[src/design/tcw_pkg.sv]
// Package for the text console character writer.
// Holds field widths, character codes, request and class types, queue sizing.
// No dependencies.
package tcw_pkg;

  localparam int REQ_W  = 2;
  localparam int CHAR_W = 8;
  localparam int IDX_W  = 11;
  localparam int POS_W  = 11;
  localparam int CELL_W = 16;
  localparam int ATTR_W = 8;

  localparam logic [ATTR_W-1:0] ATTR_RESET = 8'h0F;

  localparam int DEF_COLUMNS = 80;
  localparam int DEF_ROWS    = 25;

  localparam logic [CHAR_W-1:0] CH_BS    = 8'h08;
  localparam logic [CHAR_W-1:0] CH_TAB   = 8'h09;
  localparam logic [CHAR_W-1:0] CH_LF    = 8'h0A;
  localparam logic [CHAR_W-1:0] CH_CR    = 8'h0D;
  localparam logic [CHAR_W-1:0] CH_SPACE = 8'h20;
  localparam logic [CHAR_W-1:0] CH_LAST  = 8'h7F;

  localparam int TAB_STEP = 8;

  localparam int Q_DEPTH = 2;
  localparam int Q_PTR_W = $clog2(Q_DEPTH);
  localparam int Q_CNT_W = $clog2(Q_DEPTH + 1);

  typedef enum logic [REQ_W-1:0] {
    REQ_PUT   = 2'd0,
    REQ_CLEAR = 2'd1,
    REQ_READ  = 2'd2,
    REQ_NOP   = 2'd3
  } req_e;

  typedef enum logic [2:0] {
    CLS_IGNORE,
    CLS_PRINT,
    CLS_BS,
    CLS_TAB,
    CLS_CR,
    CLS_LF
  } cls_e;

  typedef struct packed {
    req_e              kind;
    cls_e              cls;
    logic [CHAR_W-1:0] code;
    logic [IDX_W-1:0]  idx;
  } op_t;

  typedef struct packed {
    logic valid;
    op_t  op;
  } qhead_t;

endpackage

[src/design/tcw_stream_if.sv]
// Request and response channel interfaces of the console writer.
// Depends on tcw_pkg for field widths.
interface tcw_req_if import tcw_pkg::*; ();
  logic              valid;
  logic              ready;
  logic [REQ_W-1:0]  req_type;
  logic [CHAR_W-1:0] char_code;
  logic [IDX_W-1:0]  cell_index;

  modport source (output valid, output req_type, output char_code, output cell_index,
                  input ready);
  modport sink   (input valid, input req_type, input char_code, input cell_index,
                  output ready);
endinterface


[src/design/tcw_front.sv]
// Front end: accepts request transactions, classifies them, queues them.
// Depends on tcw_pkg and tcw_req_if.
module tcw_front import tcw_pkg::*; (
  input  logic  clk_i,
  input  logic  rst_ni,
  tcw_req_if.sink req_i,
  output qhead_t head_o,
  input  logic  pop_i
);

  op_t                op_in;
  op_t                ent_q [Q_DEPTH];
  logic [Q_PTR_W-1:0] wp_q, wp_d, rp_q, rp_d;
  logic [Q_CNT_W-1:0] cnt_q, cnt_d;
  logic               push, pop;

  always_comb begin
    op_in.kind = req_e'(req_i.req_type);
    op_in.code = req_i.char_code;
    op_in.idx  = req_i.cell_index;
    if (req_i.char_code >= CH_SPACE && req_i.char_code <= CH_LAST) begin
      op_in.cls = CLS_PRINT;
    end else if (req_i.char_code == CH_BS) begin
      op_in.cls = CLS_BS;
    end else if (req_i.char_code == CH_TAB) begin
      op_in.cls = CLS_TAB;
    end else if (req_i.char_code == CH_CR) begin
      op_in.cls = CLS_CR;
    end else if (req_i.char_code == CH_LF) begin
      op_in.cls = CLS_LF;
    end else begin
      op_in.cls = CLS_IGNORE;
    end
  end

  assign req_i.ready  = (cnt_q != Q_CNT_W'(Q_DEPTH));
  assign push         = req_i.valid && req_i.ready;
  assign pop          = pop_i && (cnt_q != '0);
  assign head_o.valid = (cnt_q != '0);
  assign head_o.op    = ent_q[rp_q];

  always_comb begin
    wp_d  = wp_q;
    rp_d  = rp_q;
    cnt_d = cnt_q;
    if (push) begin
      wp_d = (wp_q == Q_PTR_W'(Q_DEPTH - 1)) ? '0 : wp_q + Q_PTR_W'(1);
    end
    if (pop) begin
      rp_d = (rp_q == Q_PTR_W'(Q_DEPTH - 1)) ? '0 : rp_q + Q_PTR_W'(1);
    end
    if (push && !pop) begin
      cnt_d = cnt_q + Q_CNT_W'(1);
    end else if (pop && !push) begin
      cnt_d = cnt_q - Q_CNT_W'(1);
    end
  end

  always_ff @(posedge clk_i or negedge rst_ni) begin
    if (!rst_ni) begin
      wp_q  <= '0;
      rp_q  <= '0;
      cnt_q <= '0;
    end else begin
      wp_q  <= wp_d;
      rp_q  <= rp_d;
      cnt_q <= cnt_d;
    end
  end

  always_ff @(posedge clk_i) begin
    if (push) begin
      ent_q[wp_q] <= op_in;
    end
  end

endmodule

[src/flat_wrapper.sv]
// flat-port wrapper written by rule: the top's interface ports become plain ports
module tcw_front_flat import tcw_pkg::*;
  (clk_i, rst_ni, head_o, pop_i, req_i_valid, req_i_req_type, req_i_char_code, req_i_cell_index, req_i_ready);
  tcw_req_if req_i_i ();
  input  logic clk_i;
  input  logic rst_ni;
  output qhead_t head_o;
  input  logic pop_i;
  input wire logic [$bits(req_i_i.valid)-1:0] req_i_valid;
  input wire logic [$bits(req_i_i.req_type)-1:0] req_i_req_type;
  input wire logic [$bits(req_i_i.char_code)-1:0] req_i_char_code;
  input wire logic [$bits(req_i_i.cell_index)-1:0] req_i_cell_index;
  output wire logic [$bits(req_i_i.ready)-1:0] req_i_ready;
  assign req_i_i.valid = req_i_valid;
  assign req_i_i.req_type = req_i_req_type;
  assign req_i_i.char_code = req_i_char_code;
  assign req_i_i.cell_index = req_i_cell_index;
  assign req_i_ready = req_i_i.ready;
  tcw_front u_core (.clk_i(clk_i), .rst_ni(rst_ni), .req_i(req_i_i), .head_o(head_o), .pop_i(pop_i));
endmodule
[config.mk]
export PLATFORM = sky130hd
export DESIGN_NAME = tcw_front_flat
export DESIGN_NICKNAME = d
export VERILOG_FILES = /design/src/design/tcw_pkg.sv /design/src/design/tcw_stream_if.sv /design/src/design/tcw_front.sv /design/src/flat_wrapper.sv
export SDC_FILE = /design/constraint.sdc
export NUM_CORES = 1
export LEC_CHECK = 0
export BUFFER_PORTS_ARGS = -buffer_cell sky130_fd_sc_hd__buf_2
export CORE_MARGIN = 2
export CORE_UTILIZATION = 45
export CTS_CLUSTER_DIAMETER = 200
export DETAILED_ROUTE_END_ITERATION = 7
export PLACE_DENSITY = 0.81
export SYNTH_ARGS = -nofsm -noshare
export SYNTH_HDL_FRONTEND = slang
export SYNTH_SLANG_ARGS = --single-unit
[constraint.sdc]
create_clock -name clk_i -period 3.5 [get_ports clk_i]
set_clock_uncertainty 0.2 [all_clocks]
set_input_delay 0.525 -clock clk_i [delete_from_list [all_inputs] [get_ports clk_i]]
set_output_delay 0.525 -clock clk_i [all_outputs]
set_load 0.02 [all_outputs]
# Yosys cells after proc, flatten, opt, wreduce, memory -nomap -nowiden
# Memories as Yosys holds them, arrays and structs flattened.
# Index checks and enable logic that the tools add are counted.
[totals] wordCells=35 in_bits=25 ram_bits=48 mem_count=1 regBits=4 output_inout_bits=26
[classes] reduce_logical=9 n_addsub=4 order_cmp=2 eq_ne=5 mux=11
[mem_list] name="u_core.ent_q" words=2 word_bits=24 rd=1 rd_ports_with_merged_regs=0 write_ports=1 line="tcw_front.sv:12" rtl="op_t ent_q [Q_DEPTH];"
[op_table] operator="equality test 8 x 4 -> 1 bit (second input constant)" count=4
[op_table] operator="2-to-1 mux 3 bit" count=5
[op_table] operator="greater-or-equal comparator 8 x 6 -> 1 bit (second input constant)" count=1
[op_table] operator="less-or-equal comparator 8 x 7 -> 1 bit (second input constant)" count=1
[op_table] operator="logical AND 1 bit" count=5
[op_table] operator="2-to-1 mux 1 bit" count=4
[op_table] operator="2-to-1 mux 2 bit" count=2
[op_table] operator="nonzero test 2 bit" count=2
[op_table] operator="adder 1 bit (second input constant)" count=2
[op_table] operator="adder 2 x 1 -> 2 bit (second input constant)" count=1
[op_table] operator="logical NOT 1 bit" count=2
[op_table] operator="!= test 2 bit (second input constant)" count=1
[op_table] operator="subtractor 2 x 1 -> 2 bit (second input constant)" count=1

# Logic depth before layout (Yosys ltp)
# Gate-level depths: netlist of run 1.
[depth] word_depth=6 ltp_mapped=7 depth_no_buf=7

# Worst setup path after synthesis of run 1
# Ideal clock, no wire load.
[synth_path] path_type="flip-flop to flip-flop" from="reg u_core.cnt_q[0]" to="mem u_core.ent_q[0][0] (netlist name) (enable)" stages_incl_launch_ff=4 setup_ps=405 path_buffers=0 slack_ps=1072 period_less_slack_ps=2428 arrival_ps=1824 path_cell_list="dfrtp_1 nand2b_1 nand2_1 nor2_1"
[synth_between] elab_chain_cells=4
[synth_rtl] item="start, declared" line="tcw_front.sv:14" rtl="logic [Q_CNT_W-1:0] cnt_q, cnt_d;"
[synth_rtl] item="start signal, assigned" line="tcw_front.sv:67" rtl="cnt_q <= cnt_d;"
[synth_rtl] item="!= test 2 bit" line="tcw_front.sv:36" rtl="assign req_i.ready = (cnt_q != Q_CNT_W'(Q_DEPTH));"
[synth_rtl] item="net req_i_ready" line="flat_wrapper.sv:13" rtl="output wire logic [$bits(req_i_i.ready)-1:0] req_i_ready;"
[synth_rtl] item="logical AND 1 bit" line="tcw_front.sv:37" rtl="assign push = req_i.valid && req_i.ready;"
[synth_rtl] item="2-to-1 mux 1 bit" line="tcw_front.sv:72" rtl="if (push) begin"
[synth_rtl] item="2-to-1 mux 1 bit (not written as such)" line="tcw_front.sv:73" rtl="ent_q[wp_q] <= op_in;"
[synth_rtl] item="end, declared" line="tcw_front.sv:12"
# The timed path passes the listed nets, and every way through them passes these cells.

==> results of run 1 <==
==> timing repair <==
item,in CTS,in global routing
hold buffers,1,0
endpoints found under the hold margin,4,0
resized for setup,0,0
==> sequential cells by signal, indices dropped and copies added (netlist names) <==
name	count
u_core.ent_q	48
u_core.cnt_q	2
u_core.rp_q	1
u_core.wp_q	1
==> placed cells by master (no fill, tap or decap), drive strengths merged <==
cell,count
dfrtp,4
clkinv,3
nor2,6
ha,1
xor2,2
a21oi,1
edfxtp,48
nand3,1
and3b,1
nand2,2
xnor2,4
inv,1
nand2b,1
buf,52
clkbuf,5
or2,1
nor3,1
and3,1
o32ai,1
dlygate4sd3,1
mux2,24
==> worst paths after layout <==
check | from | end | slack [ns] | cells past startpoint
worst min register to register | u_core.cnt_q[1]$_DFFE_PN0P_ | u_core.cnt_q[1]$_DFFE_PN0P_ | 0.32 | 1
min in group asynchronous | rst_ni | u_core.cnt_q[1]$_DFFE_PN0P_ | 0.34 | 2
worst min-delay path | req_i_cell_index[2] | u_core.ent_q[0][2]$_DFFE_PP_ | 0.20 | 1
worst max register to register | u_core.cnt_q[0]$_DFFE_PN0P_ | u_core.ent_q[1][8]$_DFFE_PP_ | 1.44 | 2
max in group asynchronous | rst_ni | u_core.rp_q$_DFFE_PN0P_ | 2.62 | 2
worst max-delay path | u_core.rp_q$_DFFE_PN0P_ | head_o[12] | 0.86 | 3
==> worst max-delay path: stages, from the launching register on <==
cell	delay [ns]
dfrtp_1	0.69
buf_4	0.38
mux2_2	0.38
buf_2	0.16
==> cell type report <==
class	instances	area, sq um
clock inverters	3	18.8
well taps	52	65.1
flip-flops and latches	52	1540
multi-input cells	47	493
clock buffers	5	68.8
fillers	355	1950
inverters	1	3.75
repair buffers	53	275
==> metrics by stage <==
step / worst slack (ns) / instances / hold slack (ns) / instance area (sq um) / utilization, %
4_1_cts: 0.828 / 213 / 0.187 / 2470 / 55.9
6_report: 0.857 / 213 / 0.202 / 2470 / 55.9
3_5_place_dp: 1.17 / 204 / 0.139 / 2370 / 53.7
5_1_grt: 0.753 / 213 / 0.180 / 2470 / 55.9
3_3_place_gp: 1.23 / 204 / 0.134 / 2370 / 53.7
2_1_floorplan: 1.07 / 103 / 0.0294 / 2090 / -
==> cells by family after synthesis <==
kind of cell	after synthesis	share of synthesized area, %
xor gates and xnor gates	6	2.52
and+or+nand+nor	14	3.36
buffers and inverters	4	2.64
AOI/OAI and AO/OA	2	0.659
muxes	24	16.4
DFF	52	73.9
adders and majority gates	1	0.599
==> per-layer routing <==
| metal | share of wire (%) | global-route usage, % | vias to the layer above | wire [um] |
|---|---|---|---|---|
| met2 | 52 | 24.6 | 47 | 1770 |
| li1 | - | - | 505 | - |
| met4 | 1.1 | 6.71 | 0 | 38 |
| met1 | 40 | 16.2 | 512 | 1350 |
| met5 | 0 | 0 | - | 0 |
| met3 | 7.4 | 5.28 | 4 | 251 |
==> power breakdown <==
group / switching [mW] / leakage, nW / internal, mW
sequential: 0.0774 / 0.494 / 0.856
combinational: 0.425 / 0.455 / 0.350
clock: 0.191 / 0.0479 / 0.140
==> out/metrics.cfg, run 1 <==
[global_route]
antenna_found_initial = 0
grt_pass1_vias = 1152
grt_overflow = 0
grt_first_pass_wirelength_um = 5420
grtUsageTotal_pct = 14.5
grt_max_degree = 25

[power]
powerDensity_nw_per_um2 = 827
power.total_mw = 2.04
vdd_drop_max_mv = 0.542
p_leak_nw = 0.997

[route]
drt-total-wl_um = 3410
routed_via_density = 5.01
num_vias = 1068
ant_nets = 0
drc = 0
initialDrtViolationCount = 68
dr.pass1.iters = 4
routedWlPerCell_um = 16.0

[timing]
rsz0062_at_grt = false
fin_crit_sh_pct = 75.5
max_slew_margin_pct = 25.3
max_freq_mhz = 378
max_slew.worst_pin.slew_ns = 1.12
hold_violations = 0
slew_violations = 0
fin_setup_tns_ns = 0
finalSetupViolCount = 0
final.min_clock_period_ns = 2.64

[logic_synthesis]
synthCells = 103
yosys.cell_types.count = 21
yosysTopAreaCell = edfxtp_1
syn_nets = 129
synthTopCellsByCount = 48 x edfxtp_1, 19 x mux2_4, 6 x nor2_1
ys_warn_count = 0
async_reset_ff_share_pct = 7.69
ys.flop_type = edfxtp_1
yosysMostFrequentCell = edfxtp_1
synth-seq-cells = 52
avgSynthCellArea_sq_um = 20.3
yosysSeqAreaShare_pct = 73.9
synth_edf_count = 48
synth_top_area_share_pct = 69.1
synthesis.area_sq_um = 2090
synthTopCellsByArea = edfxtp_1 69%, mux2_4 14%, dfrtp_1 4.8%

[worst_setup_path]
startpoint_type = flop
critPathArrivalTime_ns = 1.92
crit_fanout = 16
endpoint_kind = output pin
path_class = reg -> out
crit_required_ns = 2.77

[cts]
clk_latency_ns = 0.30
cts_tree = yes
cts_inserted_buffers = 5
post_cts_buffers = 0
path_clk_slew_ns = 0.09
htree_num_levels = 2
root_buffer = clkbuf_8
cts_sinks = 52
max-clock-path-buffers = 2

[status]
status = completed

[floorplanning]
start_util_pct = 47.3
io_pins = 51
rows = 24
core_sq_um = 4410
die_x_um = 72.1
die-area_sq_um = 5200
die_h_um = 72.1

[placed_design]
gp_congestion = 0.705
io_buffers = 50
dp_hpwl_um = 2500

[cells_and_area]
area_growth_pct = 18.2
final_nets = 186
drive_above_1_share_pct = 53.4
diodes = 0

[min_path]
hold_path.class = in -> reg

[run]
cap_violations = 0

No activity file was read; power rests on OpenSTA's default activity.
==> inputs of run 2 (changes only) <==
ABC_AREA = 1   (was unset)
PLACE_DENSITY = 0.84   (was 0.81)
clock period = 2.3 ns   (was 3.5 ns; I/O delays follow)
==> run 2 against run 1 <==
Clock-buffer cell count is the same. Wire length is 0.38% higher. Total power grew 58%.
==> out/metrics.cfg, run 2 <==
[cts]
clk_latency_ns = 0.29
cts_inserted_buffers = 5
cts_resized = 0
path_clk_slew_ns = 0.09
max-clock-path-buffers = 2
ctsHoldBuffers = 1
cts_tree = yes
cts_sinks = 52
root_buffer = clkbuf_8
htree_num_levels = 2
post_cts_buffers = 0

[timing]
finalHoldWorstSlack_ns = 0.0350
max_slew.worst_pin.slew_ns = 0.392
finalSetupViolCount = 0
hold_violations = 0
max_slew_margin_pct = 73.9
fin_crit_sh_pct = 87.0
final.min_clock_period_ns = 2.00
rsz0062_at_grt = false
fin_setup_tns_ns = 0
max_freq_mhz = 500
slew_violations = 0

[route]
drc = 0
num_vias = 1327
drt-total-wl_um = 3430
ant_nets = 0
initialDrtViolationCount = 103
routedWlPerCell_um = 12.1
routed_via_density = 4.69
dr.pass1.iters = 4

[logic_synthesis]
synthTopCellsByArea = edfxtp_1 69%, nand2_1 15%, dfrtp_1 4.8%
synth-seq-cells = 52
ys.flop_type = edfxtp_1
avgSynthCellArea_sq_um = 12.1
synth_top_area_share_pct = 69.4
yosysMostFrequentCell = nand2_1
yosysSeqAreaShare_pct = 74.3
synthCells = 172
yosysTopAreaCell = edfxtp_1
synthTopCellsByCount = 84 x nand2_1, 48 x edfxtp_1, 8 x nor2_1
async_reset_ff_share_pct = 7.69
yosys.cell_types.count = 21
synthesis.area_sq_um = 2080
synth_edf_count = 48
ys_warn_count = 0
syn_nets = 198

[worst_setup_path]
endpoint_kind = output pin
slowest_delay_ns = 0.59
critPathArrivalTime_ns = 1.46
cpMostUsedCell = nand2_1
cp_cell_sequence = buf_4, nand2_1, nand2_1, buf_2
slowest_stage = dfrtp_1
path_class = reg -> out
reg2reg_depth = 9
crit_required_ns = 1.75
startpoint_type = flop
crit_fanout = 15

[floorplanning]
die_h_um = 71.9
die_x_um = 71.9
core_sq_um = 4380
io_pins = 51
rows = 24
start_util_pct = 47.3
die-area_sq_um = 5170

[cells_and_area]
layout_common_cells = 84 x nand2_1, 50 x buf_2, 48 x edfxtp_1
final_nets = 256
largestRegisters = u_core.ent_q x48, u_core.cnt_q x2
regMostFlops = u_core.ent_q
largest_reg_flops = 48
drive_above_1_share_pct = 31.6
diodes = 0
area_growth_pct = 20.9
fillers = 378
final_common_cell = nand2_1

[min_path]
hold_path.class = in -> reg
hold_depth = 1

[power]
power.total_mw = 3.21
p_leak_nw = 1.12
powerDensity_nw_per_um2 = 1280
vdd_drop_max_mv = 0.680

[status]
status = completed

[run]
cap_violations = 0

[global_route]
grt_first_pass_wirelength_um = 5640
grt_overflow = 0
grtUsageTotal_pct = 14.5
grt_max_degree = 26
grt_pass1_vias = 1284
antenna_found_initial = 0

[placed_design]
gp_congestion = 0.776
io_buffers = 50
dp_hpwl_um = 2530

[run 2: changes by cell type after synthesis, moves of 3 or more]
cell / delta
mux2_4: -19
xnor2_1: -3
mux2_2: -5
inv_1: +4
nand2_1: +83
[run 2: final timing paths]
check	startpoint	end	slack, ns
setup / recovery	u_core.rp_q$_DFFE_PN0P_	head_o[0]	0.30
hold / removal	req_i_cell_index[2]	u_core.ent_q[0][2]$_DFFE_PP_	0.04
setup reg to reg	u_core.cnt_q[0]$_DFFE_PN0P_	u_core.cnt_q[1]$_DFFE_PN0P_	0.71
hold reg to reg	u_core.cnt_q[0]$_DFFE_PN0P_	u_core.cnt_q[0]$_DFFE_PN0P_	0.34
max in group asynchronous	rst_ni	u_core.wp_q$_DFFE_PN0N_	1.61
min in group asynchronous	rst_ni	u_core.rp_q$_DFFE_PN0P_	0.17
[run 2: worst max-delay path, delay by kind of cell, from the launching register on]
kind,cells,cell delay [ns]
buffers and inverters,2,0.44
DFF,1,0.59
and+or+nand+nor,2,0.14
[run 2: kinds of logic (layout without fill, tap and decap cells)]
family	after synthesis	after routing	synth area share [%]
DFF	52	52	74.3
buffers and inverters	14	73	3.86
xor gates and xnor gates	3	3	1.27
and+or+nand+nor	101	101	19.7
adders and majority gates	1	1	0.603
AOI/OAI and AO/OA	1	1	0.362
[run 2: layout make-up]
class                   count  area, sq um  area share, %
repair buffers             56          298           11.9
flip-flops and latches     52         1540           61.4
multi-input cells         106          457           18.2
clock buffers               5         68.8           2.74
well taps                  52         65.1           2.59
inverters                   9         37.5           1.50
clock inverters             3         42.5           1.69
[run 2: per-layer routing]
metal / up-vias / part of all wire [%] / wire length (um) / global-route usage (%)
li1: 680 / - / - / -
met1: 610 / 41 / 1410 / 16.7
met2: 35 / 53 / 1830 / 25.7
met3: 2 / 4.9 / 169 / 3.89
met4: 0 / 0.58 / 20 / 5.66
met5: - / 0 / 0 / 0
[run 2: power breakdown]
part           switching, mW  internal (mW)
logic                  0.834          0.388
registers              0.101           1.29
clock network          0.277          0.322
[run 2: stage by stage]
stage	setup slack [ns]	cells	cell area [sq um]	utilization (%)
6_report	0.300	283	2510	57.2
2_1_floorplan	0.0596	172	2080	-
4_1_cts	0.271	283	2510	57.2
5_1_grt	0.175	283	2510	57.2
3_3_place_gp	0.628	274	2390	54.5
3_5_place_dp	0.605	274	2390	54.5
