==> config.mk <==
export PLATFORM = sky130hd
export DESIGN_NAME = tcw_back_flat
export DESIGN_NICKNAME = d
export VERILOG_FILES = /design/src/design/tcw_pkg.sv /design/src/design/tcw_stream_if.sv /design/src/design/tcw_back.sv /design/src/flat_wrapper.sv
export SDC_FILE = /design/constraint.sdc
export NUM_CORES = 1
export LEC_CHECK = 0
export BUFFER_PORTS_ARGS = -buffer_cell sky130_fd_sc_hd__buf_2
export CORE_ASPECT_RATIO = 0.6
export CORE_MARGIN = 10
export CORE_UTILIZATION = 41
export CTS_CLUSTER_SIZE = 14
export DETAILED_ROUTE_END_ITERATION = 8
export PLACE_DENSITY = 0.67
export SYNTH_ARGS = -nofsm -noshare
export SYNTH_HDL_FRONTEND = slang
export SYNTH_SLANG_ARGS = --single-unit
==> constraint.sdc <==
create_clock -name clk_i -period 12.6 [get_ports clk_i]
set_clock_uncertainty 0.2 [all_clocks]
set_input_delay 1.26 -clock clk_i [delete_from_list [all_inputs] [get_ports clk_i]]
set_output_delay 1.26 -clock clk_i [all_outputs]
set_load 0.02 [all_outputs]
==> src/design/tcw_pkg.sv <==
// Package for the text console character writer.
// Holds field widths, character codes, request and class types, queue sizing.
// No dependencies.
package tcw_pkg;

  localparam int REQ_W  = 2;
  localparam int CHAR_W = 8;
  localparam int IDX_W  = 11;
  localparam int POS_W  = 11;
  localparam int CELL_W = 16;
  localparam int ATTR_W = 8;

  localparam logic [ATTR_W-1:0] ATTR_RESET = 8'h0F;

  localparam int DEF_COLUMNS = 80;
  localparam int DEF_ROWS    = 25;

  localparam logic [CHAR_W-1:0] CH_BS    = 8'h08;
  localparam logic [CHAR_W-1:0] CH_TAB   = 8'h09;
  localparam logic [CHAR_W-1:0] CH_LF    = 8'h0A;
  localparam logic [CHAR_W-1:0] CH_CR    = 8'h0D;
  localparam logic [CHAR_W-1:0] CH_SPACE = 8'h20;
  localparam logic [CHAR_W-1:0] CH_LAST  = 8'h7F;

  localparam int TAB_STEP = 8;

  localparam int Q_DEPTH = 2;
  localparam int Q_PTR_W = $clog2(Q_DEPTH);
  localparam int Q_CNT_W = $clog2(Q_DEPTH + 1);

  typedef enum logic [REQ_W-1:0] {
    REQ_PUT   = 2'd0,
    REQ_CLEAR = 2'd1,
    REQ_READ  = 2'd2,
    REQ_NOP   = 2'd3
  } req_e;

  typedef enum logic [2:0] {
    CLS_IGNORE,
    CLS_PRINT,
    CLS_BS,
    CLS_TAB,
    CLS_CR,
    CLS_LF
  } cls_e;

  typedef struct packed {
    req_e              kind;
    cls_e              cls;
    logic [CHAR_W-1:0] code;
    logic [IDX_W-1:0]  idx;
  } op_t;

  typedef struct packed {
    logic valid;
    op_t  op;
  } qhead_t;

endpackage

==> src/design/tcw_stream_if.sv <==


interface tcw_rsp_if import tcw_pkg::*; ();
  logic              valid;
  logic              ready;
  logic [POS_W-1:0]  cursor_loc;
  logic [CELL_W-1:0] cell_data;
  logic              scrolled;

  modport source (output valid, output cursor_loc, output cell_data, output scrolled,
                  input ready);
  modport sink   (input valid, input cursor_loc, input cell_data, input scrolled,
                  output ready);
endinterface

==> src/design/tcw_back.sv <==
// Back end: executes queued operations on the cursor and the frame store,
// sequences clear and scroll sweeps, and holds the response register.
// Depends on tcw_pkg and tcw_rsp_if; drives the ports of one tcw_ram.
module tcw_back import tcw_pkg::*; #(
  parameter int COLUMNS = DEF_COLUMNS,
  parameter int ROWS    = DEF_ROWS,
  localparam int CELLS  = ROWS * COLUMNS,
  localparam int ADDR_W = $clog2(CELLS)
) (
  input  logic              clk_i,
  input  logic              rst_ni,
  input  qhead_t            head_i,
  output logic              pop_o,
  input  logic [ATTR_W-1:0] attr_i,
  output logic              we_o,
  output logic [ADDR_W-1:0] waddr_o,
  output logic [CELL_W-1:0] wdata_o,
  output logic [ADDR_W-1:0] raddr_o,
  input  logic [CELL_W-1:0] rdata_i,
  tcw_rsp_if.source         rsp_o
);

  localparam int COL_W  = $clog2(COLUMNS);
  localparam int COLX_W = $clog2(COLUMNS + TAB_STEP);
  localparam int ROW_W  = $clog2(ROWS);
  localparam int ROWX_W = $clog2(ROWS + 1);
  localparam int WIDE_W = ADDR_W + POS_W;

  localparam logic [2:0] S_IDLE  = 3'd0;
  localparam logic [2:0] S_RD    = 3'd1;
  localparam logic [2:0] S_FILL  = 3'd2;
  localparam logic [2:0] S_MOVE  = 3'd3;
  localparam logic [2:0] S_BLANK = 3'd4;

  logic [2:0]        state_q, state_d;
  logic [COL_W-1:0]  col_q, col_d;
  logic [ROW_W-1:0]  row_q, row_d;
  logic [ADDR_W-1:0] cnt_q, cnt_d;
  logic              mv_vld_q, mv_vld_d;
  logic [ADDR_W-1:0] mv_addr_q, mv_addr_d;

  logic              out_vld_q, out_vld_d;
  logic [POS_W-1:0]  pos_q, pos_d;
  logic [CELL_W-1:0] data_q, data_d;
  logic              scr_q, scr_d;

  logic [COLX_W-1:0] colx;
  logic [ROWX_W-1:0] rowx;
  logic              out_free;
  logic [WIDE_W-1:0] wide_idx;
  logic              idx_ok;
  logic [CELL_W-1:0] blank;

  function automatic logic [POS_W-1:0] cur_pos(logic [ROW_W-1:0] r, logic [COL_W-1:0] c);
    logic [ADDR_W-1:0] p;
    logic [WIDE_W-1:0] w;
    p = ADDR_W'(r) * ADDR_W'(COLUMNS) + ADDR_W'(c);
    w = {{POS_W{1'b0}}, p};
    return w[POS_W-1:0];
  endfunction

  assign blank    = {attr_i, CH_SPACE};
  assign out_free = !out_vld_q || rsp_o.ready;
  assign wide_idx = {{ADDR_W{1'b0}}, head_i.op.idx};
  assign idx_ok   = wide_idx < WIDE_W'(CELLS);

  always_comb begin
    colx = COLX_W'(col_q);
    rowx = ROWX_W'(row_q);
    case (head_i.op.cls)
      CLS_BS: begin
        if (col_q != '0) begin
          colx = COLX_W'(col_q) - COLX_W'(1);
        end
      end
      CLS_TAB: begin
        colx = (COLX_W'(col_q) + COLX_W'(TAB_STEP)) & ~COLX_W'(TAB_STEP - 1);
      end
      CLS_CR: begin
        colx = '0;
      end
      CLS_LF: begin
        colx = '0;
        rowx = ROWX_W'(row_q) + ROWX_W'(1);
      end
      CLS_PRINT: begin
        colx = COLX_W'(col_q) + COLX_W'(1);
      end
      default: begin
      end
    endcase
    if (colx >= COLX_W'(COLUMNS)) begin
      colx = '0;
      rowx = rowx + ROWX_W'(1);
    end
  end

  always_comb begin
    state_d   = state_q;
    col_d     = col_q;
    row_d     = row_q;
    cnt_d     = cnt_q;
    mv_vld_d  = 1'b0;
    mv_addr_d = cnt_q;
    out_vld_d = out_vld_q && !rsp_o.ready;
    pos_d     = pos_q;
    data_d    = data_q;
    scr_d     = scr_q;
    pop_o     = 1'b0;
    we_o      = 1'b0;
    waddr_o   = cnt_q;
    wdata_o   = blank;
    raddr_o   = wide_idx[ADDR_W-1:0];

    if (mv_vld_q) begin
      we_o    = 1'b1;
      waddr_o = mv_addr_q;
      wdata_o = rdata_i;
    end

    case (state_q)
      S_IDLE: begin
        if (head_i.valid && out_free) begin
          pop_o = 1'b1;
          case (head_i.op.kind)
            REQ_PUT: begin
              if (head_i.op.cls == CLS_PRINT) begin
                we_o    = 1'b1;
                waddr_o = ADDR_W'(row_q) * ADDR_W'(COLUMNS) + ADDR_W'(col_q);
                wdata_o = {attr_i, head_i.op.code};
              end
              col_d = colx[COL_W-1:0];
              if (rowx == ROWX_W'(ROWS)) begin
                row_d   = ROW_W'(ROWS - 1);
                cnt_d   = '0;
                state_d = S_MOVE;
              end else begin
                row_d     = rowx[ROW_W-1:0];
                out_vld_d = 1'b1;
                pos_d     = cur_pos(rowx[ROW_W-1:0], colx[COL_W-1:0]);
                data_d    = '0;
                scr_d     = 1'b0;
              end
            end
            REQ_CLEAR: begin
              cnt_d   = '0;
              state_d = S_FILL;
            end
            REQ_READ: begin
              if (idx_ok) begin
                state_d = S_RD;
              end else begin
                out_vld_d = 1'b1;
                pos_d     = cur_pos(row_q, col_q);
                data_d    = '0;
                scr_d     = 1'b0;
              end
            end
            default: begin
              out_vld_d = 1'b1;
              pos_d     = cur_pos(row_q, col_q);
              data_d    = '0;
              scr_d     = 1'b0;
            end
          endcase
        end
      end
      S_RD: begin
        out_vld_d = 1'b1;
        pos_d     = cur_pos(row_q, col_q);
        data_d    = rdata_i;
        scr_d     = 1'b0;
        state_d   = S_IDLE;
      end
      S_FILL: begin
        we_o    = 1'b1;
        waddr_o = cnt_q;
        wdata_o = blank;
        if (cnt_q == ADDR_W'(CELLS - 1)) begin
          col_d     = '0;
          row_d     = '0;
          out_vld_d = 1'b1;
          pos_d     = '0;
          data_d    = '0;
          scr_d     = 1'b0;
          state_d   = S_IDLE;
        end else begin
          cnt_d = cnt_q + ADDR_W'(1);
        end
      end
      S_MOVE: begin
        raddr_o   = cnt_q + ADDR_W'(COLUMNS);
        mv_vld_d  = 1'b1;
        mv_addr_d = cnt_q;
        if (cnt_q == ADDR_W'(CELLS - COLUMNS - 1)) begin
          cnt_d   = ADDR_W'(CELLS - COLUMNS);
          state_d = S_BLANK;
        end else begin
          cnt_d = cnt_q + ADDR_W'(1);
        end
      end
      S_BLANK: begin
        if (!mv_vld_q) begin
          we_o    = 1'b1;
          waddr_o = cnt_q;
          wdata_o = blank;
          if (cnt_q == ADDR_W'(CELLS - 1)) begin
            out_vld_d = 1'b1;
            pos_d     = cur_pos(row_q, col_q);
            data_d    = '0;
            scr_d     = 1'b1;
            state_d   = S_IDLE;
          end else begin
            cnt_d = cnt_q + ADDR_W'(1);
          end
        end
      end
      default: begin
        state_d = S_IDLE;
      end
    endcase
  end

  always_ff @(posedge clk_i or negedge rst_ni) begin
    if (!rst_ni) begin
      state_q   <= S_IDLE;
      col_q     <= '0;
      row_q     <= '0;
      cnt_q     <= '0;
      mv_vld_q  <= 1'b0;
      out_vld_q <= 1'b0;
    end else begin
      state_q   <= state_d;
      col_q     <= col_d;
      row_q     <= row_d;
      cnt_q     <= cnt_d;
      mv_vld_q  <= mv_vld_d;
      out_vld_q <= out_vld_d;
    end
  end

  always_ff @(posedge clk_i) begin
    mv_addr_q <= mv_addr_d;
    pos_q     <= pos_d;
    data_q    <= data_d;
    scr_q     <= scr_d;
  end

  assign rsp_o.valid      = out_vld_q;
  assign rsp_o.cursor_loc = pos_q;
  assign rsp_o.cell_data  = data_q;
  assign rsp_o.scrolled   = scr_q;

endmodule

==> src/flat_wrapper.sv <==
// flat-port wrapper written by rule: the top's interface ports become plain ports
module tcw_back_flat import tcw_pkg::*;
#(
  parameter int COLUMNS = DEF_COLUMNS,
  parameter int ROWS    = DEF_ROWS,
  localparam int CELLS  = ROWS * COLUMNS,
  localparam int ADDR_W = $clog2(CELLS)
)
  (clk_i, rst_ni, head_i, pop_o, attr_i, we_o, waddr_o, wdata_o, raddr_o, rdata_i, rsp_o_valid, rsp_o_cursor_loc, rsp_o_cell_data, rsp_o_scrolled, rsp_o_ready);
  tcw_rsp_if rsp_o_i ();
  input  logic clk_i;
  input  logic rst_ni;
  input  qhead_t head_i;
  output logic pop_o;
  input  logic [ATTR_W-1:0] attr_i;
  output logic we_o;
  output logic [ADDR_W-1:0] waddr_o;
  output logic [CELL_W-1:0] wdata_o;
  output logic [ADDR_W-1:0] raddr_o;
  input  logic [CELL_W-1:0] rdata_i;
  output wire logic [$bits(rsp_o_i.valid)-1:0] rsp_o_valid;
  output wire logic [$bits(rsp_o_i.cursor_loc)-1:0] rsp_o_cursor_loc;
  output wire logic [$bits(rsp_o_i.cell_data)-1:0] rsp_o_cell_data;
  output wire logic [$bits(rsp_o_i.scrolled)-1:0] rsp_o_scrolled;
  input wire logic [$bits(rsp_o_i.ready)-1:0] rsp_o_ready;
  assign rsp_o_valid = rsp_o_i.valid;
  assign rsp_o_cursor_loc = rsp_o_i.cursor_loc;
  assign rsp_o_cell_data = rsp_o_i.cell_data;
  assign rsp_o_scrolled = rsp_o_i.scrolled;
  assign rsp_o_i.ready = rsp_o_ready;
  tcw_back #(.COLUMNS(COLUMNS), .ROWS(ROWS)) u_core (.clk_i(clk_i), .rst_ni(rst_ni), .head_i(head_i), .pop_o(pop_o), .attr_i(attr_i), .we_o(we_o), .waddr_o(waddr_o), .wdata_o(wdata_o), .raddr_o(raddr_o), .rdata_i(rdata_i), .rsp_o(rsp_o_i));
endmodule
Word level (Yosys, flattened, before mapping):

Index checks and enable logic that the tools add are counted.

* bits in registers: 67
* bits of input ports: 52
* output and inout port bits: 69

* add/sub/neg operators: 9
* $mul: 2
* $lt $le $gt $ge: 2
* eq/ne operators: 27
* mux-type cells: 81
* reductions and logical operators: 17

Operators by type and width (number)
* two-way mux 11 bit: 17
* two-way mux 16 bit: 10
* case mux 16 bit (3 select lines): 2
* case mux 11 bit (4 select lines): 2
* case mux 11 bit (3 select lines): 2
* case mux 16 bit (4 select lines): 1
* two-way mux 7 bit: 5
* two-way mux 5 bit: 6
* case mux 7 bit (4 select lines): 1
* adder 11 x 7 -> 11 bit: 2
* equality test 11 bit, second input constant: 2
* case mux 11 bit (2 select lines): 1
* two-way mux 1 bit: 19
* two-way mux 3 bit: 6
* multiplier 5 x 3 -> 7 bit, second input constant: 2
* case mux 7 bit (2 select lines): 1
* equality test 3 x 2 -> 1 bit, second input constant: 4
* case mux 3 bit (4 select lines): 1
* AND reduction 6 bit: 2
* adder 11 x 1 -> 11 bit, second input constant: 1
* adder 11 x 7 -> 11 bit, second input constant: 1
* < comparator 11 bit, second input constant: 1
* adder 5 x 1 -> 5 bit, second input constant: 2
* case mux 5 bit (2 select lines): 1
* other kinds (29): 46

Longest topological paths before layout:

* word-level depth: 11
* gate-level depth with buffers: 19
* depth with buffers taken out: 18

Worst setup path before layout:

OpenSTA, ideal clock, no wires.

* path type: input to register
* from: input port head_i[21] (netlist bit)
* to: register u_core.pos_q[10], in the netlist u_core.rsp_o.cursor_loc[10], data pin
* arrival: 4.888 ns
* data required time: 12.133 ns
* slack: 7.245 ns
* cell stages on the path: 17
* cells stage by stage: buf_2 > nor2_1 > nand2_1 > or4_1 > o311a_2 > a21oi_4 > mux2i_1 > inv_1 > ha_1 > ha_1 > fa_1 > nand2_1 > nor2_1 > o21ai_0 > a221oi_1 > xor2_1 > a21oi_1

* cells in the longest elaborated chain, start to end: 11
* elaborated cells on any way between the ends: 18

RTL lines
* start, declared: line flat_wrapper.sv:13 `input qhead_t head_i;`
* equality test 3 bit: line tcw_back.sv:70 `case (head_i.op.cls)`
* OR reduction 2 bit (no source line)
* case mux 7 bit (4 select lines): line tcw_back.sv:70
* greater-or-equal comparator 7 bit: line tcw_back.sv:92 `if (colx >= COLX_W'(COLUMNS)) begin`
* two-way mux 5 bit: line tcw_back.sv:92
* multiplier 5 x 3 -> 7 bit: line tcw_back.sv:57 `p = ADDR_W'(r) * ADDR_W'(COLUMNS) + ADDR_W'(c);`
* adder 11 x 7 -> 11 bit (*): line tcw_back.sv:57
* two-way mux 11 bit (*): line tcw_back.sv:133 `if (rowx == ROWX_W'(ROWS)) begin`
* case mux 11 bit (3 select lines) (*): line tcw_back.sv:125 `case (head_i.op.kind)`
* two-way mux 11 bit (*): line tcw_back.sv:123 `if (head_i.valid && out_free) begin`
* case mux 11 bit (4 select lines) (*): line tcw_back.sv:121 `case (state_q)`
* net u_core.pos_d[10]: line tcw_back.sv:43 `logic [POS_W-1:0] pos_q, pos_d;`
* end signal, assigned: line tcw_back.sv:244 `pos_q <= pos_d;`
* end, declared: line tcw_back.sv:43

The timed path passes the listed nets; every way through them passes the cells marked *. The select of a mux whose other input is x is not followed.
A chain may end at the register's enable or synchronous reset.

Final worst setup path:

* from: input port head_i[19] (netlist bit)
* to: output port waddr_o[4]

* cells in the longest elaborated chain, start to end: 5

RTL lines
* equality test 3 x 1 -> 1 bit: line tcw_back.sv:127 `if (head_i.op.cls == CLS_PRINT) begin`
* two-way mux 11 bit: line tcw_back.sv:127
* two-way mux 11 bit: line tcw_back.sv:125
* two-way mux 11 bit: line tcw_back.sv:123
* case mux 11 bit (3 select lines): line tcw_back.sv:121
* end, declared: line flat_wrapper.sv:17 `output logic [ADDR_W-1:0] waddr_o;`

Every way passes these cells.

==> out/metrics.csv <==
metric,value,unit
Rel. slew slack,12.4,%
switching share of power,45.5,%
Final setup viols,0,
"delay-heaviest family, CP",simple AND/OR/NAND/NOR gates,
Synth Net Count,651,
final worst setup slack,6.83,ns
CTS tree,built,
"Distinct cells, synth",69,
CP Launch Type,primary input,
WS Path Type,primary input to output port,
Placed Area,5710,µm²
Fin. Hold Viols,0,
P_leak,2.77,nW
DRT antenna net count,0,
total track usage,18.4,%
GPL Wtd Cong,0.931,
share of cells above drive strength 1,23.9,%
"worst slack, placed",6.62,ns
CTS buffer count,9,
sequential-to-total area share from yosys stat,35.1,%
clock sink total,67,
Int Pwr,0.670,mW
CP cell instances,"buf_2, nor2b_1, and3_1, nor2_1, nor4_1, o22ai_1, a222oi_1, inv_1, buf_2",
initial DRC count,522,
Worst-path clk slew,0.06,ns
nets@finish,753,
Synth Flop Type,edfxtp_1,
maximum fanout along the worst path,17,
number of fill cells in the layout,1150,
"wirelength, routed",16400,µm
Post-Synthesis Cells,566,
cells resized by post-CTS repair,0,
Pre-antenna DRT Iters,7,
Detail Placement HPWL,12800,µm
worst-skew pair later-pin latency,0.35,ns
Max stage delay on crit path,0.71,ns
CP most frequent cell,buf_2,
Worst EP required,11.14,ns
grt ovf,0,
Via density,5.76,
Routed wire per std cell,19.5,µm
max_cap viols,0,
Post-Layout Inst Area,6020,µm²
initial antenna violation count,0,
vias in the first global route,4645,
clock power share,21.5,%
dpl cells,822,
fin. max-slew vios,0,
Die Ht,106,µm
critical path arrival,4.31,ns
VDD IR-drop max,78.4,µV
Max Clock Freq,173,MHz
Die X,163,µm
DRC,0,
"flops & latches, synth",67,
CP max-delay cell,nor4_1,
first-pass GRT wire length,25400,µm
Setup Buffers After CTS,0,
pwr/cell area,204,nW/µm²
Finished Layout Cells,838,
logic gate share of total power,47.0,%
Hold Path Class,register to register,
sequential power share,31.5,%
Fin Setup TNS,0,ns
"Buf+Inv Stages, Crit Path",3,
via count,4823,
pin count of the biggest net entering global routing,29,
"FFs w/ async S/R, synth",41.8,%
Net Switching,0.560,mW
crit end category,output port,
"EDFF count, synth",28,
H-Tree Depth,3,
hold buffers post-CTS,0,
Die Area,17200,µm²
slew of the pin with the lowest slew margin,1.31,ns
IO Count,121,
P&R area growth vs syn,20.0,%
Starting Density,41.7,%
synth warn,0,
Pwr Total,1.23,mW
min Tclk post-route,5.77,ns
Syn Area/Cell,8.86,µm²
FP Rows,31,
Buffers on Ports,120,
Placeable Area,12000,µm²
"Cell Area, Synth",5010,µm²
ant diodes,0,
Final Cycle Share,45.8,%
Max clock buf depth,2,
root buf cell,clkbuf_16,
outcome,"complete, no violations",
RSZ-0062 raised after global routing,no,
[final timing paths]
path                                                to  slack, ns  cells after the start            start
min                                u_core.mv_addr_q[1]       0.29                      0  u_core.cnt_q[1]
min reg2reg                        u_core.mv_addr_q[1]       0.29                      0  u_core.cnt_q[1]
min in group asynchronous              u_core.cnt_q[0]       0.75                      1           rst_ni
max                                         waddr_o[4]       6.83                      9       head_i[19]
max in group asynchronous              u_core.row_q[4]      11.00                      1           rst_ni
max reg2reg                u_core.rsp_o.cursor_loc[10]       7.09                     18  u_core.col_q[0]
[through the flow]
step / hold WS (ns) / utilization [%]
2_1_floorplan: 0.145 / -
3_3_place_gp: 0.275 / 47.5
3_5_place_dp: 0.277 / 47.5
4_1_cts: 0.294 / 50.1
5_1_grt: 0.328 / 50.1
6_report: 0.294 / 50.1
[registers in the layout (all words and copies together) (netlist names)]
name / cells
u_core.row_q: 5
u_core.mv_addr_q: 11
u_core.rsp_o.cell_data: 16
u_core.mv_vld_q: 1
u_core.rsp_o.scrolled: 1
u_core.rsp_o.valid: 1
u_core.cnt_q: 11
u_core.rsp_o.cursor_loc: 11
u_core.col_q: 7
u_core.state_q: 3
[layout by cell type, fill, tap and decap left out, types with 4 or more instances in the layout]
cell type	instances
a221oi_1	4
o22ai_1	10
dfrtp_1	28
a22o_1	19
mux2_2	9
a31oi_1	5
edfxtp_1	28
nor2_1	40
o211ai_1	5
xnor2_1	18
a222oi_1	8
dfxtp_1	11
a221o_1	6
o21ai_1	5
nand2b_1	4
mux2i_1	4
and2_1	19
nand3_1	14
a21oi_1	26
nor3_1	5
nand2_1	59
fa_1	4
buf_4	4
ha_1	29
o21ai_0	32
inv_1	36
nand4_1	5
nor3b_1	4
or3_1	5
nor4_1	6
nor2b_1	10
clkbuf_16	9
xor2_1	15
a21o_1	4
buf_2	120
[Yosys cell counts, types with 4 or more instances]
library cell  instances  share of area [%]
and2_1               19                2.4
or3_1                 5               0.62
fa_1                  4                1.6
o21ai_0              32                3.2
nor3b_1               4               0.60
xor2_1               15                2.6
a222oi_1              8                1.6
o22ai_1              10                1.2
nor2b_1              11                1.4
nor2_1               40                3.0
a21o_1                4               0.60
nor3_1                5               0.50
a221o_1               6                1.2
nand3_1              14                1.4
clkbuf_1             26                1.9
a22o_1               19                3.3
xnor2_1              18                3.1
a31oi_1               5               0.62
o21ai_1               5               0.50
mux2_2                9                2.0
dfxtp_1              11                4.4
o211ai_1              5               0.75
nand4_1               5               0.62
mux2i_1               4               0.80
inv_1                36                2.7
ha_1                 29                7.2
nand2_1              59                4.4
edfxtp_1             28                 17
dfrtp_1              28                 14
a21oi_1              26                2.6
nor4_1                6               0.75
nand2b_1              4               0.50
a221oi_1              4               0.70
[worst reg2reg max path: stages, from the launching register on]
cell,delay [ns]
dfrtp_1,0.56
inv_1,0.19
ha_1,0.23
or3b_1,0.39
or3_1,0.36
o31ai_2,0.26
a21oi_2,0.13
a21oi_4,0.29
mux2i_1,0.49
inv_1,0.15
ha_1,0.31
ha_1,0.23
fa_1,0.52
nand2_1,0.09
nor2_1,0.14
o21ai_0,0.10
a221oi_1,0.35
xor2_1,0.18
a21oi_1,0.10
[cells by family (layout without fill, tap and decap cells)]
group                    after synthesis  in the layout  share of synthesized area (%)
AND/OR/NAND/NOR                      189            189                           18.7
flip-flops                            67             67                           35.1
adder cells (fa/ha/maj)               33             33                           8.83
XOR/XNOR                              33             33                           5.76
buffers and inverters                 69            176                           5.54
multiplexers                          16             16                           3.54
AO/OA/AOI/OAI                        159            159                           22.5
[final cells by class]
cell class                      count  area [µm²]  area share, %
Sequential cell                    67        1760           29.3
Tap cell                          165         206           3.43
Inverter                           36         135           2.24
Timing Repair Buffer              124         631           10.5
Clock inverter                      7        82.6           1.37
Multi-Input combinational cell    430        2980           49.5
Clock buffer                        9         225           3.74
[power by group through the flow]
stage / sequential (mW) / clock [mW] / combinational (mW)
CTS: 0.387 / 0.267 / 0.575
global route: 0.396 / 0.277 / 0.638
floorplan: 0.407 / 0 / 0.366
global placement: 0.389 / 0 / 0.565
detailed placement: 0.390 / 0 / 0.571
finish: 0.388 / 0.264 / 0.578
[layer usage]
metal / vias up / routed length, µm / track usage [%]
met5: - / 0 / 0
met4: 0 / 219 / 4.62
met3: 28 / 2010 / 7.11
met2: 276 / 6620 / 26.4
met1: 2246 / 7540 / 25.3
li1: 2273 / - / -
Power figures use the tool's default switching activity.
